[config.mk]
export PLATFORM = sky130hd
export DESIGN_NAME = mod_prime_power_and_binomial
export DESIGN_NICKNAME = d
export VERILOG_FILES = /design/src/design/mppb_pkg.sv /design/src/design/mod_prime_power_and_binomial.sv /design/src/design/mppb_mulmod.sv
export SDC_FILE = /design/constraint.sdc
export NUM_CORES = 1
export LEC_CHECK = 0
export BUFFER_PORTS_ARGS = -buffer_cell sky130_fd_sc_hd__buf_2
export CORE_MARGIN = 2
export CORE_UTILIZATION = 58
export CTS_BUF_LIST = sky130_fd_sc_hd__clkbuf_4
export DETAILED_ROUTE_END_ITERATION = 7
export PLACE_DENSITY = 0.76
export SYNTH_ARGS = -nofsm -noshare
export SYNTH_HDL_FRONTEND = slang
export SYNTH_HIERARCHICAL = 1
export SYNTH_SLANG_ARGS = --single-unit
export TNS_END_PERCENT = 50
[constraint.sdc]
create_clock -name clk -period 6.03 [get_ports clk]
set_clock_uncertainty 0.1 [all_clocks]
set_input_delay 0.9045 -clock clk [delete_from_list [all_inputs] [get_ports clk]]
set_output_delay 0.9045 -clock clk [all_outputs]
set_load 0.02 [all_outputs]
[src/design/mppb_pkg.sv]
// Shared types and constants for the prime power and binomial block.
// Used by mppb_mulmod and mod_prime_power_and_binomial; depends on nothing.
package mppb_pkg;

  localparam int RES_W  = 30;
  localparam int BASE_W = 32;
  localparam int EXP_W  = 31;
  localparam int NV_W   = 11;
  localparam int N_MAX_DEF = 1024;

  localparam logic [RES_W-1:0] MOD = 30'd1000000007;
  localparam logic [EXP_W-1:0] FERMAT_EXP = 31'd1000000005;
  localparam logic [RES_W-1:0] ONE = 30'd1;

  localparam logic OP_POWER = 1'b0;
  localparam logic OP_BINOM = 1'b1;

  typedef struct packed {
    logic             start;
    logic [RES_W-1:0] a;
    logic [RES_W-1:0] b;
  } mul_req_t;

  typedef struct packed {
    logic             busy;
    logic             done;
    logic [RES_W-1:0] prod;
  } mul_rsp_t;

endpackage

[src/design/mod_prime_power_and_binomial.sv]
// Top level: sequencer for modular power and binomial coefficient mod 1000000007.
// Depends on mppb_pkg and on the bit-serial multiplier mppb_mulmod.
//
//   channel  handshake            payload
//   in       in_valid / in_ready  operation, base, exponent, n_value, r_value
//   out      out_valid / out_ready result, error
//
// Every multiplication runs on one shared bit-serial multiplier.
// Power reduces the base, then squares once per exponent bit and multiplies once more per set bit.
// Binomial runs n product steps for the factorials, one product to combine the two
// factorials, 45 for the Fermat inverse and one final product.
// Reset clears the sequencer and the output valid; one item is in work at a time.
// A new beat is accepted while the previous result still waits on out_ready.
module mod_prime_power_and_binomial #(
  parameter int N_MAX = mppb_pkg::N_MAX_DEF
) (
  input  logic                         clk,
  input  logic                         rst,
  input  logic                         in_valid,
  output logic                         in_ready,
  input  logic                         operation,
  input  logic [mppb_pkg::BASE_W-1:0]  base,
  input  logic [mppb_pkg::EXP_W-1:0]   exponent,
  input  logic [mppb_pkg::NV_W-1:0]    n_value,
  input  logic [mppb_pkg::NV_W-1:0]    r_value,
  output logic                         out_valid,
  input  logic                         out_ready,
  output logic [mppb_pkg::RES_W-1:0]   result,
  output logic                         error
);

  localparam int W  = mppb_pkg::RES_W;
  localparam int BW = mppb_pkg::BASE_W;
  localparam int EW = mppb_pkg::EXP_W;
  localparam int NW = mppb_pkg::NV_W;

  typedef enum logic [3:0] {
    S_IDLE, S_RED, S_PSTEP, S_PMUL_A, S_PMUL_B,
    S_FACT, S_FMUL, S_CMUL, S_LAST, S_DONE
  } state_t;

  state_t             state;
  mppb_pkg::mul_req_t mreq;
  mppb_pkg::mul_rsp_t mrsp;

  logic [BW-1:0] a_reg;
  logic [W-1:0]  acc;
  logic [W-1:0]  pb;
  logic [EW-1:0] e_reg;
  logic          binom;
  logic [W-1:0]  f;
  logic [W-1:0]  fr;
  logic [W-1:0]  fnr;
  logic [NW-1:0] i;
  logic [NW-1:0] n_reg;
  logic [NW-1:0] r_reg;
  logic [NW-1:0] nr_reg;
  logic [W-1:0]  res_reg;
  logic          err_reg;
  logic          accept;

  assign in_ready = (state == S_IDLE);
  assign accept   = in_valid && in_ready;

  mppb_mulmod u_mul (
    .clk (clk),
    .rst (rst),
    .req (mreq),
    .rsp (mrsp)
  );

  always_ff @(posedge clk) begin
    if (rst) begin
      state      <= S_IDLE;
      out_valid  <= 1'b0;
      mreq.start <= 1'b0;
    end else begin
      if (out_valid && out_ready && state != S_DONE) begin
        out_valid <= 1'b0;
      end
      case (state)
        S_IDLE: begin
          mreq.start <= 1'b0;
          if (accept) begin
            if (operation == mppb_pkg::OP_POWER) begin
              a_reg <= base;
              e_reg <= exponent;
              acc   <= mppb_pkg::ONE;
              binom <= 1'b0;
              state <= S_RED;
            end else if (32'(n_value) > N_MAX || r_value > n_value) begin
              res_reg <= '0;
              err_reg <= 1'b1;
              state   <= S_DONE;
            end else if (r_value == '0) begin
              res_reg <= mppb_pkg::ONE;
              err_reg <= 1'b0;
              state   <= S_DONE;
            end else begin
              n_reg  <= n_value;
              r_reg  <= r_value;
              nr_reg <= n_value - r_value;
              f      <= mppb_pkg::ONE;
              fnr    <= mppb_pkg::ONE;
              fr     <= mppb_pkg::ONE;
              i      <= NW'(1);
              binom  <= 1'b1;
              state  <= S_FACT;
            end
          end
        end
        S_RED: begin
          mreq.start <= 1'b0;
          if (a_reg >= BW'(mppb_pkg::MOD)) begin
            a_reg <= a_reg - BW'(mppb_pkg::MOD);
          end else begin
            pb    <= W'(a_reg);
            state <= S_PSTEP;
          end
        end
        S_PSTEP: begin
          if (e_reg == '0) begin
            if (binom) begin
              mreq.start <= 1'b1;
              mreq.a     <= f;
              mreq.b     <= acc;
              state      <= S_LAST;
            end else begin
              mreq.start <= 1'b0;
              res_reg    <= acc;
              err_reg    <= 1'b0;
              state      <= S_DONE;
            end
          end else if (e_reg[0]) begin
            mreq.start <= 1'b1;
            mreq.a     <= acc;
            mreq.b     <= pb;
            state      <= S_PMUL_A;
          end else begin
            mreq.start <= 1'b1;
            mreq.a     <= pb;
            mreq.b     <= pb;
            state      <= S_PMUL_B;
          end
        end
        S_PMUL_A: begin
          if (mrsp.done) begin
            acc        <= mrsp.prod;
            mreq.start <= 1'b1;
            mreq.a     <= pb;
            mreq.b     <= pb;
            state      <= S_PMUL_B;
          end else begin
            mreq.start <= 1'b0;
          end
        end
        S_PMUL_B: begin
          mreq.start <= 1'b0;
          if (mrsp.done) begin
            pb    <= mrsp.prod;
            e_reg <= e_reg >> 1;
            state <= S_PSTEP;
          end
        end
        S_FACT: begin
          mreq.start <= 1'b1;
          mreq.a     <= f;
          mreq.b     <= W'(i);
          state      <= S_FMUL;
        end
        S_FMUL: begin
          mreq.start <= 1'b0;
          if (mrsp.done) begin
            f <= mrsp.prod;
            if (i == r_reg) begin
              fr <= mrsp.prod;
            end
            if (i == nr_reg) begin
              fnr <= mrsp.prod;
            end
            if (i == n_reg) begin
              state <= S_CMUL;
            end else begin
              i     <= i + 1'b1;
              state <= S_FACT;
            end
          end
        end
        S_CMUL: begin
          if (!mrsp.busy && !mreq.start && !mrsp.done) begin
            mreq.start <= 1'b1;
            mreq.a     <= fr;
            mreq.b     <= fnr;
            state      <= S_PMUL_B;
            acc        <= mppb_pkg::ONE;
            e_reg      <= mppb_pkg::FERMAT_EXP << 1;
          end else begin
            mreq.start <= 1'b0;
          end
        end
        S_LAST: begin
          mreq.start <= 1'b0;
          if (mrsp.done) begin
            res_reg <= mrsp.prod;
            err_reg <= 1'b0;
            state   <= S_DONE;
          end
        end
        S_DONE: begin
          mreq.start <= 1'b0;
          if (!out_valid || out_ready) begin
            result    <= res_reg;
            error     <= err_reg;
            out_valid <= 1'b1;
            state     <= S_IDLE;
          end
        end
        default: begin
          mreq.start <= 1'b0;
          state      <= S_IDLE;
        end
      endcase
    end
  end

`ifndef SYNTHESIS
  a_res_range: assert property (@(posedge clk) disable iff (rst)
    out_valid |-> (result < mppb_pkg::MOD))
    else $error("result beat not reduced modulo the prime");
  a_err_zero: assert property (@(posedge clk) disable iff (rst)
    (out_valid && error) |-> (result == '0))
    else $error("error beat carries a nonzero result");
  a_one_item: assert property (@(posedge clk) disable iff (rst)
    accept |=> !in_ready)
    else $error("second beat accepted while an item is in work");
`endif

endmodule

[src/design/mppb_mulmod.sv]
// Bit-serial modular multiplier: one bit of the second operand per cycle.
// Depends on mppb_pkg for the modulus, widths and request/response structs.
module mppb_mulmod (
  input  logic               clk,
  input  logic               rst,
  input  mppb_pkg::mul_req_t req,
  output mppb_pkg::mul_rsp_t rsp
);

  localparam int W = mppb_pkg::RES_W;
  localparam int CW = $clog2(W);
  localparam logic [W+1:0] MOD_X1 = {2'b00, mppb_pkg::MOD};
  localparam logic [W+1:0] MOD_X2 = {1'b0, mppb_pkg::MOD, 1'b0};

  logic [W-1:0]  acc;
  logic [W-1:0]  acc_next;
  logic [W-1:0]  a_op;
  logic [W-1:0]  b_sh;
  logic [CW-1:0] cnt;
  logic          busy;
  logic          done;
  logic [W+1:0]  sum;

  always_comb begin
    sum = {1'b0, acc, 1'b0} + {2'b00, (b_sh[W-1] ? a_op : {W{1'b0}})};
    if (sum >= MOD_X2) begin
      acc_next = W'(sum - MOD_X2);
    end else if (sum >= MOD_X1) begin
      acc_next = W'(sum - MOD_X1);
    end else begin
      acc_next = W'(sum);
    end
  end

  always_ff @(posedge clk) begin
    if (rst) begin
      busy <= 1'b0;
      done <= 1'b0;
      cnt  <= '0;
    end else begin
      done <= busy && !req.start && (cnt == CW'(W - 1));
      if (req.start) begin
        a_op <= req.a;
        b_sh <= req.b;
        acc  <= '0;
        cnt  <= '0;
        busy <= 1'b1;
      end else if (busy) begin
        acc  <= acc_next;
        b_sh <= {b_sh[W-2:0], 1'b0};
        cnt  <= cnt + 1'b1;
        if (cnt == CW'(W - 1)) begin
          busy <= 1'b0;
        end
      end
    end
  end

  assign rsp.busy = busy;
  assign rsp.done = done;
  assign rsp.prod = acc;

`ifndef SYNTHESIS
  a_done_pulse: assert property (@(posedge clk) disable iff (rst) done |=> !done)
    else $error("multiplier done held longer than one cycle");
  a_prod_range: assert property (@(posedge clk) disable iff (rst)
    done |-> (acc < mppb_pkg::MOD))
    else $error("multiplier product not reduced");
  a_done_idle: assert property (@(posedge clk) disable iff (rst) done |-> !busy)
    else $error("multiplier done while still busy");
`endif

endmodule
# == Word level (Yosys, flattened, before mapping) ==
# Index checks and enable logic that the tools add are counted.
# word_totals
ff_bits,483
# op_classes
add_sub_neg,7
reduce_logical,41
n_mux,89
eq_ne,36
magnitude_cmp,5
bitwise,3
# ops
op,count
30-bit 2-to-1 mux,25
60-bit 2-to-1 mux,4
30-bit case mux with 2 select lines,4
60-bit case mux with 4 select lines,1
30-bit case mux with 3 select lines,2
31-bit 2-to-1 mux,4
32-bit 2-to-1 mux,3
31-bit case mux with 3 select lines,1
11-bit 2-to-1 mux,6
"32-bit by 30-bit greater-or-equal comparator with 1-bit output, second input constant",2
32-bit case mux with 2 select lines,1
61-bit 2-to-1 mux,1
"30-bit subtractor, second input constant",2
4-bit 2-to-1 mux,12
4-bit case mux with 10 select lines,1
8-bit AND reduction,5
11-bit equality test,3
31-bit by 30-bit adder with 32-bit output,1
"32-bit by 31-bit greater-or-equal comparator with 1-bit output, second input constant",1
"32-bit by 30-bit subtractor with 32-bit output, second input constant",1
31-bit zero test,1
"2-bit inequality test, second input constant",14
11-bit case mux with 2 select lines,1
1-bit 2-to-1 mux,19
34 further kinds,66

# == Depth between registers and ports, before layout ==
# Gate-level depths: netlist of the first run.
# depth
ltp_word,6
depth_mapped,20
depth_no_buf,16

# == Cells and area by module ==
# Netlist of the first run, hierarchy kept.
# modules_own_cells
mod,seq_area_each_um2,cells_per_inst,n_inst,area_per_inst_um2
mod_prime_power_and_binomial,11531.1,1429,1,18066.1
mppb_mulmod,2842.7,792,1,7522.2

# == Worst setup path after synthesis of the first run ==
# No wires, ideal clock.
# synth_timing
path_kind,input to register
startpoint,in r_value[2] (netlist bit)
endpoint,"reg n_reg[0], enable pin"
setup_slack_ps,-85
t_arrival_ps,5497
cell_stages,8
required_ps,5412
path_cell_list,inv_1 -> ha_1 -> o21a_1 -> o31a_1 -> o21ai_0 -> a31oi_1 -> nor2_1 -> nor4b_1
# synth_via
elab_chain_cells,4
word_cells_on_any_way,6
cone_classes,order compare: 1; bitwise: 2; reduce/logical: 3
# synth_lines
item,line_no,rtl
start: declaration,mod_prime_power_and_binomial.sv:25,"input logic [mppb_pkg::NV_W-1:0] r_value,"
11-bit > comparator,mod_prime_power_and_binomial.sv:91,end else if (32'(n_value) > N_MAX || r_value > n_value) begin
1-bit logical OR,mod_prime_power_and_binomial.sv:91,
1-bit inverter (no source line),--,
6-bit AND reduction (no source line) (*),--,
end signal: assignment,mod_prime_power_and_binomial.sv:100,n_reg <= n_value;
end: declaration,mod_prime_power_and_binomial.sv:55,logic [NW-1:0] n_reg;
# Every way passes the cells marked *; elsewhere a longest branch is shown, timed or not.
# A chain may end at the register's enable or synchronous reset.

# == Worst setup path in the final report of the first run ==
# layout_timing
startpoint,reg u_mul.b_sh[29]
endpoint,reg u_mul.acc[17] (data pin)
# layout_via
elab_chain_cells,6
word_cells_on_any_way,9
cone_classes,add/sub: 3; order compare: 2; mux: 4
# layout_lines
item,line_no,rtl
start: declaration,mppb_mulmod.sv:18,logic [W-1:0] b_sh;
start signal: assignment,mppb_mulmod.sv:44,b_sh <= req.b;
start signal: assignment,mppb_mulmod.sv:50,"b_sh <= {b_sh[W-2:0], 1'b0};"
30-bit 2-to-1 mux (*),mppb_mulmod.sv:25,"sum = {1'b0, acc, 1'b0} + {2'b00, (b_sh[W-1] ? a_op : {W{1'b0}})};"
31-bit by 30-bit adder with 32-bit output (*),mppb_mulmod.sv:25,
30-bit subtractor or 32-bit by 30-bit greater-or-equal comparator with 1-bit output (tied branches),"mppb_mulmod.sv:29, mppb_mulmod.sv:28",
30-bit 2-to-1 mux,mppb_mulmod.sv:28,end else if (sum >= MOD_X1) begin
30-bit 2-to-1 mux (*),mppb_mulmod.sv:26,if (sum >= MOD_X2) begin
30-bit 2-to-1 mux (*),mppb_mulmod.sv:48,end else if (busy) begin
end signal: assignment,mppb_mulmod.sv:49,acc <= acc_next;
end: declaration,mppb_mulmod.sv:15,logic [W-1:0] acc;
# Every way passes the cells marked *; elsewhere a longest branch is shown, timed or not. The select of a mux whose other input is x is not followed.

==> reports/metrics.yaml, run 1 <==
status: "completed"
synth.cell_area_sq_mm: 0.0256
grt_max_degree: 67
slew_headroom: 0.158
slew_viol_final: 0
ys_seq_area_frac: 0.562
clk_pin_slew_worst_paths_ns: 0.07
finalSetupViolCount: 0
rsz0062_at_grt: "no"
start_util: 0.591
final_common_cell: "edfxtp_1"
worst_setup_path_end_kind: "flop"
grt_usage: 0.316
worst_pin_slew_ns: 1.26
cts_hold_buf: 0
num_vias: 19500
yosys_warnings: 6
overflow: 0
htreeDepth: 3
clk_path_buf_depth: 3
wl_per_cell_um: 24.0
drt_iter0_markers: 2311
nNetsFinal: 2502
dieArea_sq_mm: 0.0458
drive_above_1_share: 0.193
path_class: "reg2reg"
drtPass1Iterations: 6
worstPathMaxFanout: 10
die_h_um: 214
antenna_left: 0
maxCapViolations: 0
largest_reg_flops: 61
timing.final.crit_share: 0.920
period_needed_ns: 5.55
path_cells: "and2_1 > ha_1 > inv_1 > fa_1 > nand2b_1 > a21oi_1 > o21ai_2 > a211oi_1 > nor2_1 > xnor2_1 > o2111a_1 > a21oi_1 > or3b_1 > and2_4 > o22ai_1 > mux2_2"
async_flop_share: 0
dp_cells: 2827
leakagePower_nw: 10.3
cts_tree: "built"
required_ns: 6.54
routabilityCongestion: 0.942
synthFlopType: "edfxtp_1"
drc_errors: 0
cp_slowest_stage_delay_ns: 0.55
ir_drop_v: 0.000291
syn_avg_cell_area_sq_um: 11.5
yosysUniqueCellTypes: 109
final_cell_mix: "edfxtp_1 (470), nand2_1 (271), clkbuf_4 (187)"
setup_tns_ns: 0
slowest_stage: "or3b_1"
cp_common_cell: "a21oi_1"
grt_pass1_vias: 19000
hold_violations: 0
clockRootBuffer: "clkbuf_4"
stdcell_count: 3046
synth_nets: 2360
num-fill-cells: 3391
area_growth_pct: 10.5
routed_via_density: 6.40
clkSinkCount: 483
ioPinCount: 123
powerDensity_mw_per_mm2: 431
startpoint_type: "flop"
fmax_mhz: 180
syn_inst: 2221
cts_inserted_buffers: 119
dp_hpwl_mm: 50.0
portBuffers: 122
fp.coreArea_sq_mm: 0.0433
synth-edff-count: 470
clock_latency_ns: 0.89
ys_ff_latch: 483
cts_setup_buffers: 0
grt_first_pass_wirelength_mm: 111
hold_path.class: "in2reg"
utilization: 0.654
rows: 76
post_cts_resized: 0
fp.dieW_um: 214
arrival_ns: 6.06
antenna_found_initial: 5
wl_mm: 73.2
==> worst paths after layout <==
path                  start       endpoint  slack [ns]  depth (start not counted)
max          u_mul/b_sh[29]  u_mul/acc[17]        0.48                         16
min              r_value[2]       r_reg[2]        0.13                          1
max reg2reg  u_mul/b_sh[29]  u_mul/acc[17]        0.48                         16
min reg2reg      res_reg[9]      result[9]        0.29                          0
==> cell usage after synthesis (all sizes together) (40+ instances only) <==
cell / instances / share of area
nand2: 271 / 0.040
mux2i: 77 / 0.030
xnor2: 55 / 0.019
edfxtp: 470 / 0.55
xor2: 50 / 0.017
nor2: 121 / 0.018
nand3: 51 / 0.010
mux2: 56 / 0.025
ha: 47 / 0.023
and2: 79 / 0.019
a21oi: 116 / 0.023
a22o: 46 / 0.016
buf: 41 / 0.010
o21ai: 109 / 0.022
nor3: 49 / 0.011
and3: 47 / 0.011
clkbuf: 96 / 0.014
inv: 40 / 0.0059
==> routing by layer <==
layer | vias to the layer above | share of wire | global-route usage
met5 | - | 0.00029 | 0
met4 | 4 | 0.035 | 0.131
met3 | 164 | 0.096 | 0.0753
met2 | 1116 | 0.48 | 0.511
met1 | 9438 | 0.39 | 0.410
li1 | 8764 | - | -
==> layout make-up <==
cell class,instances,area (sq um),area share
well taps,585,732,0.0259
repair buffers,158,881,0.0311
diodes,1,2.50,0.0000885
inverters,41,154,0.00544
clock buffers,187,1400,0.0496
multi-input cells,1560,10600,0.374
flip-flops and latches,483,14400,0.508
clock inverters,31,153,0.00540
==> report_power, final <==
part	total (mW)	internal [mW]	switching, mW
clock network	2.76	1.44	1.32
registers	5.14	4.65	0.484
logic	4.29	1.50	2.79
==> logic make-up (layout without fill, tap and decap cells) <==
family,count (synthesis),after routing,share of synthesized area
compound gates,510,510,0.142
flops,483,483,0.562
fa+ha+maj,49,49,0.0245
mux,133,133,0.0549
xor+xnor,105,105,0.0359
buf+inv,178,417,0.0303
other cells,0,1,0
simple gates,763,763,0.151
==> worst max-delay path, delay by kind of cell (launching register included) <==
kind	cells	cell delay (ns)
muxes	1	0.35
adders and majority gates	2	0.70
and+or+nand+nor	5	1.36
AOI/OAI and AO/OA	6	1.74
DFF	1	0.44
xor gates and xnor gates	1	0.50
buffers and inverters	1	0.09
==> through the flow <==
step	hold WS (ns)	cell area, sq um	power, mW	worst slack (ns)
2_1_floorplan	0.300	25600	8.02	0.993
3_3_place_gp	0.301	26700	9.29	0.782
3_5_place_dp	0.305	26700	9.37	0.622
4_1_cts	0.0642	28300	12.1	0.511
5_1_grt	0.0593	28300	12.8	0.103
6_report	0.127	28300	12.2	0.481
No activity file was read; power rests on OpenSTA's default activity.
==> inputs of run 2 (changes only) <==
--- a/config.mk
+++ b/config.mk
@@ -11,6 +11,7 @@
 export CTS_BUF_LIST = sky130_fd_sc_hd__clkbuf_4
 export DETAILED_ROUTE_END_ITERATION = 7
 export PLACE_DENSITY = 0.76
+export REMOVE_ABC_BUFFERS = 1
 export SYNTH_ARGS = -nofsm -noshare
 export SYNTH_HDL_FRONTEND = slang
 export SYNTH_HIERARCHICAL = 1
==> reports/metrics.yaml, run 2 (same netlist as run 1, synthesis figures left out) <==
status: "completed"
grt_max_degree: 64
htreeDepth: 3
drtPass1Iterations: 8
slew_viol_final: 0
worst_slack_ns: 0.655
multi_input_area_sq_mm: 0.0106
ir_drop_v: 0.000269
hp-start: "n_value[4]"
startpoint_type: "flop"
portBuffers: 122
switching_share: 0.384
hold_path.class: "in2reg"
routabilityCongestion: 0.905
fmax_mhz: 186
antenna_found_initial: 5
p_seq_frac: 0.423
ioPinCount: 123
start_util: 0.591
rsz0062_at_grt: "no"
final_cell_mix: "edfxtp_1 (470), nand2_1 (271), clkbuf_4 (172)"
p_sw_mw: 4.66
crit_family: "compound AO/OA/AOI/OAI gates"
r2r-start: "u_mul/b_sh[29]"
cts_inserted_buffers: 120
worst_setup_path_end_kind: "flop"
power.share.clock: 0.222
clk_path_buf_depth: 3
largest_reg_flops: 61
worstPathMaxFanout: 16
grt_pass1_vias: 19500
leakagePower_nw: 10.3
die_h_um: 214
place_ws_ns: 0.832
slew_headroom: 0.228
whs_ns: 0.116
pwr-share-comb: 0.355
period_needed_ns: 5.37
power.total_mw: 12.1
path_class: "reg2reg"
p_int_mw: 7.46
maxCapViolations: 0
num_vias: 19600
antenna_left: 0
fp.coreArea_sq_mm: 0.0433
dp_hpwl_mm: 48.7
timing.final.crit_share: 0.891
clkSinkCount: 483
routed_via_density: 6.44
critPathLaunch: "u_mul/b_sh[29]"
seqCellArea_sq_mm: 0.0144
clk_pin_slew_worst_paths_ns: 0.08
fp.dieW_um: 214
overflow: 0
clock_latency_ns: 0.91
drive_above_1_share: 0.188
clockRootBuffer: "clkbuf_4"
cts_hold_buf: 0
grt_first_pass_wirelength_mm: 112
area_growth_pct: 10.2
utilization: 0.652
wl_mm: 73.0
slowest_stage: "or2_1"
cts_setup_buffers: 0
path_cells: "buf_4 > and2_1 > ha_1 > a21oi_1 > o211ai_1 > o221ai_1 > o221ai_1 > o311ai_0 > o2111ai_1 > a21oi_1 > o2111a_2 > or2_1 > nor2_1 > or4_1 > nand3_1"
post_cts_resized: 0
rows: 76
worst_pin_slew_ns: 1.15
required_ns: 6.64
dieArea_sq_mm: 0.0458
nNetsFinal: 2502
num-fill-cells: 3303
arrival_ns: 5.99
cts_tree: "built"
cp_num_buf_inv: 1
drc_errors: 0
hold_violations: 0
grt_usage: 0.317
wl_per_cell_um: 24.0
drt_iter0_markers: 2372
final_common_cell: "edfxtp_1"
powerDensity_mw_per_mm2: 430
cp_slowest_stage_delay_ns: 0.66
finalSetupViolCount: 0
[run 2: power by group through the flow]
stage	Combinational [mW]	Clock, mW	Sequential, mW
after floorplan	2.83	0	5.08
after global placement	4.13	0	5.15
after detailed placement	4.19	0	5.18
after CTS	4.22	2.73	5.11
after global routing	4.64	2.91	5.16
final	4.31	2.69	5.12
[run 2: final cells by class]
cell class,count,area share
flip-flops and latches,483,0.510
multi-input cells,1560,0.375
clock buffers,172,0.0458
repair buffers,157,0.0310
well taps,585,0.0260
clock inverters,43,0.00688
inverters,41,0.00546
diodes,2,0.000177
[run 2: metal layers]
metal	vias up	routed length (um)	global-route usage
met5	-	31	0
met1	9389	28700	0.421
li1	8778	-	-
met2	1212	33500	0.499
met3	219	7580	0.0671
met4	4	3200	0.158
[run 2: metrics by stage]
| step | TNS [ns] | cell area [sq um] | instances |
|---|---|---|---|
| after floorplan | -140.85 | 25000 | 2084 |
| after global placement | 0 | 26700 | 2826 |
| after detailed placement | 0 | 26700 | 2826 |
| after CTS | 0 | 28200 | 3041 |
| after global routing | 0 | 28200 | 3043 |
| final | 0 | 28200 | 3043 |
[run 2: final timing paths]
| check | to | slack [ns] | depth (start not counted) |
|---|---|---|---|
| setup / recovery | u_mul/acc[6] | 0.66 | 15 |
| hold / removal | n_reg[4] | 0.12 | 1 |
| setup reg to reg | u_mul/acc[6] | 0.66 | 15 |
| hold reg to reg | result[28] | 0.28 | 0 |
[run 2: worst reg2reg max path, delay by kind of cell, from the launching register on]
family / cells / cell delay [ns]
flops: 1 / 0.42
compound gates: 8 / 2.49
simple gates: 5 / 1.59
fa+ha+maj: 1 / 0.42
buf+inv: 1 / 0.20
